$ cat config.mk
export PLATFORM = sky130hd
export DESIGN_NAME = lobl_level_cell
export DESIGN_NICKNAME = d
export VERILOG_FILES = /design/src/rtl/assert_macros.svh /design/src/rtl/lobl_pkg.sv /design/src/rtl/lobl_level_cell.sv
export SDC_FILE = /design/constraint.sdc
export NUM_CORES = 1
export LEC_CHECK = 0
export ABC_CLOCK_PERIOD_IN_PS = 4520
export BUFFER_PORTS_ARGS = -buffer_cell sky130_fd_sc_hd__buf_2
export CAP_MARGIN = 5
export CORE_MARGIN = 10
export CORE_UTILIZATION = 40
export DETAILED_ROUTE_END_ITERATION = 6
export GPL_TIMING_DRIVEN = 0
export PLACE_DENSITY = 0.69
export SYNTH_ARGS = -nofsm -noshare
export SYNTH_HDL_FRONTEND = slang
export SYNTH_SLANG_ARGS = --single-unit
$ cat constraint.sdc
create_clock -name clk_i -period 4.52 [get_ports clk_i]
set_clock_uncertainty 0.1 [all_clocks]
set_input_delay 0.904 -clock clk_i [delete_from_list [all_inputs] [get_ports clk_i]]
set_output_delay 0.904 -clock clk_i [all_outputs]
set_load 0.01 [all_outputs]
$ cat src/rtl/assert_macros.svh
// Assertion macros for the RTL of the order book block.
`ifndef ASSERT_MACROS_SVH
`define ASSERT_MACROS_SVH

// Property that must hold at every rising clock edge outside reset.
`define LOBL_ASSERT(lbl, clk, rst_n, prop) \
  lbl: assert property (@(posedge clk) disable iff (!rst_n) (prop)) \
    else $error("order book assertion failed");

// Condition in one cycle implies a consequence in the next cycle.
`define LOBL_ASSERT_NEXT(lbl, clk, rst_n, pre, post) \
  lbl: assert property (@(posedge clk) disable iff (!rst_n) (pre) |=> (post)) \
    else $error("order book sequencing assertion failed");

`endif

$ cat src/rtl/lobl_pkg.sv
package lobl_pkg;

  localparam int unsigned KeyW     = 32;
  localparam int unsigned PriceW   = 32;
  localparam int unsigned QtyW     = 32;
  localparam int unsigned TotalW   = 48;
  localparam int unsigned CountW   = 11;
  localparam int unsigned StatusW  = 3;
  localparam int unsigned PosW     = 7;
  localparam int unsigned UsedOutW = 7;

  localparam logic [TotalW-1:0] TotalMax = '1;
  localparam logic [CountW-1:0] CountMax = '1;

  typedef enum logic [1:0] {
    REQ_ADD    = 2'd0,
    REQ_MODIFY = 2'd1,
    REQ_CANCEL = 2'd2,
    REQ_CLEAR  = 2'd3
  } req_type_e;

  typedef enum logic [StatusW-1:0] {
    ST_OK          = 3'd0,
    ST_DUP         = 3'd1,
    ST_TABLE_FULL  = 3'd2,
    ST_LEVELS_FULL = 3'd3,
    ST_UNKNOWN     = 3'd4
  } status_e;

  // Operation broadcast to every cell of one side.
  typedef enum logic [2:0] {
    CELL_NOP = 3'd0,
    CELL_CMP = 3'd1,
    CELL_INS = 3'd2,
    CELL_ADD = 3'd3,
    CELL_SUB = 3'd4,
    CELL_REM = 3'd5,
    CELL_CLR = 3'd6
  } cell_op_e;

  typedef struct packed {
    logic [1:0]        req_type;
    logic [KeyW-1:0]   order_key;
    logic [PriceW-1:0] limit_price;
    logic [QtyW-1:0]   order_qty;
    logic              is_sell;
  } req_t;

  typedef struct packed {
    logic [StatusW-1:0]  status;
    logic [PosW-1:0]     level_position;
    logic [TotalW-1:0]   level_total;
    logic [CountW-1:0]   level_orders;
    logic [UsedOutW-1:0] bids_in_use;
    logic [UsedOutW-1:0] asks_in_use;
  } rsp_t;

  typedef struct packed {
    cell_op_e          op;
    logic [PriceW-1:0] price;
    logic [QtyW-1:0]   qty;
    logic              dec;
  } cell_ctrl_t;

  typedef struct packed {
    logic              valid;
    logic [PriceW-1:0] price;
    logic [TotalW-1:0] total;
    logic [CountW-1:0] count;
  } level_t;

  typedef struct packed {
    logic              valid;
    logic [KeyW-1:0]   key;
    logic [PriceW-1:0] price;
    logic [QtyW-1:0]   qty;
    logic              side;
  } slot_t;

  // Saturating add of an order quantity to a level total.
  function automatic logic [TotalW-1:0] add_sat(logic [TotalW-1:0] a, logic [QtyW-1:0] b);
    logic [TotalW:0] sum;
    sum = {1'b0, a} + (TotalW + 1)'(b);
    return sum[TotalW] ? TotalMax : sum[TotalW-1:0];
  endfunction

  // Subtraction clamped at zero.
  function automatic logic [TotalW-1:0] sub_clamp(logic [TotalW-1:0] a, logic [QtyW-1:0] b);
    return (a > TotalW'(b)) ? (a - TotalW'(b)) : '0;
  endfunction

endpackage

$ cat src/rtl/lobl_level_cell.sv
module lobl_level_cell (
  input  logic                 clk_i,
  input  logic                 rst_ni,
  input  lobl_pkg::cell_ctrl_t ctrl_i,
  input  logic                 sell_i,
  input  lobl_pkg::level_t     prev_i,
  input  logic                 prev_before_i,
  input  lobl_pkg::level_t     next_i,
  output lobl_pkg::level_t     lvl_o,
  output logic                 match_o,
  output logic                 before_o
);

  lobl_pkg::level_t lvl_q, lvl_d;
  logic             match_q, match_d;
  logic             before_q, before_d;

  // Each cell acts on its own level, taking its neighbour's when the list shifts.
  always_comb begin
    lvl_d    = lvl_q;
    match_d  = match_q;
    before_d = before_q;
    case (ctrl_i.op)
      lobl_pkg::CELL_CMP: begin
        match_d  = lvl_q.valid && (lvl_q.price == ctrl_i.price);
        before_d = lvl_q.valid && (sell_i ? (lvl_q.price < ctrl_i.price)
                                          : (lvl_q.price > ctrl_i.price));
      end
      lobl_pkg::CELL_INS: begin
        match_d = 1'b0;
        if (!before_q) begin
          if (prev_before_i) begin
            lvl_d.valid = 1'b1;
            lvl_d.price = ctrl_i.price;
            lvl_d.total = '0;
            lvl_d.count = '0;
            match_d     = 1'b1;
          end else begin
            lvl_d = prev_i;
          end
        end
      end
      lobl_pkg::CELL_ADD: begin
        // The order count only moves when an order joins the level.
        if (match_q) begin
          lvl_d.total = lobl_pkg::add_sat(lvl_q.total, ctrl_i.qty);
          if (ctrl_i.dec && (lvl_q.count != lobl_pkg::CountMax)) begin
            lvl_d.count = lvl_q.count + 1'b1;
          end
        end
      end
      lobl_pkg::CELL_SUB: begin
        if (match_q) begin
          lvl_d.total = lobl_pkg::sub_clamp(lvl_q.total, ctrl_i.qty);
          if (ctrl_i.dec && (lvl_q.count != '0)) begin
            lvl_d.count = lvl_q.count - 1'b1;
          end
        end
      end
      lobl_pkg::CELL_REM: begin
        match_d = 1'b0;
        if (lvl_q.valid && !before_q) begin
          lvl_d = next_i;
        end
      end
      lobl_pkg::CELL_CLR: begin
        lvl_d.valid = 1'b0;
        match_d     = 1'b0;
        before_d    = 1'b0;
      end
      default: begin
      end
    endcase
  end

  // Level and control bits.
  always_ff @(posedge clk_i or negedge rst_ni) begin
    if (!rst_ni) begin
      lvl_q    <= '0;
      match_q  <= 1'b0;
      before_q <= 1'b0;
    end else begin
      lvl_q    <= lvl_d;
      match_q  <= match_d;
      before_q <= before_d;
    end
  end

  assign lvl_o    = lvl_q;
  assign match_o  = match_q;
  assign before_o = before_q;

endmodule

==> results.json <==
{
  "grt_max_degree": 50,
  "slew_violations": 0,
  "drive_gt1_frac": 0.2233,
  "yosysUniqueCellTypes": 78,
  "drc_errors": 0,
  "avgSynthCellArea_um2": 7.444,
  "cts_sinks": 94,
  "rsz0062_at_grt": "no",
  "p_per_area_nw_per_um2": 412.6,
  "synth_adder_area_share": 0.1230,
  "grt_pass1_vias": 13460,
  "vias": 13430,
  "p_leak_nw": 6.742,
  "synth_area_um2": 11270,
  "cp.depth": 14,
  "multi_input_area_um2": 8239,
  "timing.fmax_mhz": 222.8,
  "yosysTopAreaCellShare": 0.2087,
  "hold_depth": 2,
  "ys_warn_count": 0,
  "die_h_um": 187.9,
  "yosysSeqAreaShare": 0.2087,
  "crit_family": "compound AO/OA/AOI/OAI gates",
  "final_antenna_net_count": 0,
  "post-dp-hpwl_um": 42820,
  "syn-num-nets": 1879,
  "path_cells": "buf_2 -> ha_1 -> inv_1 -> fa_1 -> a211oi_1 -> nor3b_1 -> o41ai_1 -> o2bb2ai_1 -> a211oi_2 -> o22ai_2 -> a21oi_4 -> buf_2 -> a221oi_1 -> o31ai_1",
  "crit_slowest_cell": "o41ai_1",
  "synth_enable_flop_cells": 0,
  "grt_pass1_wl_um": 79460,
  "gp_congestion": 0.9920,
  "ys_async_sr_fraction": 1.000,
  "final_area_um2": 13950,
  "gr-usage-all-layers": 0.2838,
  "yosys.area.top_type": "dfrtp_1",
  "fp-row-count": 61,
  "placed_area_um2": 13510,
  "synth-seq-cells": 94,
  "drt_pass1_iterations": 5,
  "synth_flop_cell": "dfrtp_1",
  "chipWidth_um": 187.9,
  "crit_type": "in -> reg",
  "routed_wl_um": 52740,
  "start_util": 0.4057,
  "startpoint_type": "input pin",
  "worstMarginPinSlew_ns": 1.037,
  "seqCellArea_um2": 2352,
  "cp_data_required_time_ns": 4.64,
  "synth.most_common_cell": "nand2_1",
  "post-route-period-util": 0.9931,
  "port-buffer-count": 347,
  "ys_top_cells_by_area": "dfrtp_1, ha_1, o21ai_0, a21oi_1, nand2_1",
  "period_needed_ns": 4.489,
  "synthToLayoutAreaGrowth_pct": 23.81,
  "worst_r2r_path_depth": 14,
  "synth_top_family_by_area": "compound AO/OA/AOI/OAI gates",
  "coreArea_um2": 27780,
  "cts_tree": "built",
  "synth-xor-area-share": 0.05828,
  "drv_cap": 0,
  "worstReg2RegStart": "lvl_o[11]",
  "crit_top_cell": "buf_2",
  "cts.clk_slew.worst_paths_ns": 0.07,
  "nFillCells": 2892,
  "clk_latency_ns": 0.37,
  "status": "finished clean",
  "min_to": "lvl_o[64]",
  "hold_violations": 0,
  "crit_buf_inv": 3,
  "dr.first_iter.drc_count": 1323,
  "nets": 2241,
  "slew_headroom": 0.3061,
  "ir_worst_vdd_mv": 0.1722,
  "synth_compound_area_frac": 0.3264,
  "clockRootBuffer": "clkbuf_16",
  "setup_viol": 0,
  "die_area_um2": 35290,
  "viasPerCell": 5.932,
  "overflow": 0,
  "end_kind": "flop",
  "ff2ff_setup_slack_ns": 0.11,
  "h-tree-depth": 3,
  "clockBufferDepth": 2,
  "worstReg2RegEnd": "lvl_o[30]",
  "hp-class": "reg -> reg",
  "antenna_found_initial": 8,
  "hp-start": "lvl_o[64]",
  "synthTopCellsByCount": "nand2_1, o21ai_0, a21oi_1, nor2_1, inv_1",
  "synthSimpleGateAreaFrac": 0.1805,
  "hold_ws_ns": 0.4073,
  "numCtsBuffers": 9,
  "critical-path-max-stage-delay_ns": 0.55,
  "avgRoutedWirePerCell_um": 23.29,
  "critPathMaxFanout": 10,
  "syn_inst": 1514,
  "muxShareOfSynthArea": 0.03486,
  "worst_ep_arrival_time_ns": 4.61,
  "io_pins": 350
}
final cells by class:
class                   count  area share
multi-input cells        1220      0.5904
flip-flops and latches     94      0.1686
repair buffers            353      0.1293
well taps                 378     0.03389
inverters                 107     0.02905
plain buffers              91     0.02636
clock buffers              11     0.01739
clock inverters             5    0.004124
diodes                      5   0.0008966
layout by cell type, fill, tap and decap left out, types with 10 or more instances in the layout:
cell type  Yosys  final
a221oi_1      19     18
and3_1        11     11
o22ai_1       11     10
nand3_1       22     22
o31ai_1       17     17
o21ai_0      143    143
nand2_1      164    163
inv_1        107    106
xnor2_1       58     58
a221oi_2       9     10
o21ai_1       11     11
o21a_1        16     16
nor3_1        20     18
o21bai_1      19     19
a22oi_1       16     16
a31oi_1       32     32
a211oi_1      12     11
a21o_1        22     22
nand4_1       25     25
clkbuf_1      79     74
nor4_1        16     15
xor2_1        17     17
buf_2          3    349
nor2_1       123    122
a22o_1        19     19
nor2b_1       16     15
mux2i_1       37     37
ha_1         106    106
a21oi_1      127    126
dfrtp_1       94     94
kinds of logic after synthesis:
group,after synthesis
xor gates and xnor gates,75
DFF,94
muxes,39
AOI/OAI and AO/OA,558
adders and majority gates,109
and+or+nand+nor,439
buffers and inverters,200
power by group:
group / switching, mW / internal (mW)
clock: 0.394 / 0.448
sequential: 0.297 / 1.07
combinational: 2.18 / 1.36
per-stage QoR:
step	worst slack (ns)	instances	setup TNS (ns)	utilization	total power [mW]
floorplan	0.2352	1514	0	-	3.594
global placement	-1.019	2239	-27.29	0.4852	4.785
detailed placement	-1.005	2240	-26.10	0.4863	4.814
CTS	0.02443	2258	0	0.4998	5.684
global route	0.02057	2262	0	0.5021	6.169
finish	0.03127	2264	0	0.5023	5.758
sequential cells by signal, summed over array words and instances, names as in the netlist:
signal / cells
before_o: 1
lvl_o: 92
match_o: 1
worst max path at each step:
stage | start | end | slack [ns]
final | ctrl_i[1] | lvl_o[30] | 0.03
after global routing | ctrl_i[1] | lvl_o[30] | 0.02
after global placement | ctrl_i[1] | lvl_o[20] | -1.02
after CTS | ctrl_i[65] | lvl_o[10] | 0.02
after detailed placement | ctrl_i[1] | lvl_o[20] | -1.01
after floorplan | ctrl_i[65] | lvl_o[10] | 0.24
worst register-to-register path, stage by stage, from the launching register on:
cell	delay, ns
dfrtp_1	0.47
inv_1	0.09
ha_1	0.16
inv_1	0.05
fa_1	0.42
a211oi_1	0.33
nor3b_1	0.15
o41ai_1	0.55
o2bb2ai_1	0.32
a211oi_2	0.19
o22ai_2	0.35
a21oi_4	0.17
buf_2	0.25
a221oi_1	0.52
o31ai_1	0.13
layer usage:
layer	GRT usage	share of wire	routed length [µm]	up-vias
met2	0.4695	0.46	24430	670
met1	0.3464	0.41	21620	6378
met4	0.1098	0.036	1898	6
li1	-	-	-	6270
met5	0	0.00042	22	-
met3	0.07161	0.090	4763	106
what timing repair did:
item,in CTS,in global routing
endpoints found under the setup margin,30,18
cloned,0,0
endpoints found under the hold margin,0,0
setup buffers,2,3
resized for setup,14,10
hold buffers,0,0
Power figures use the tool's default switching activity.
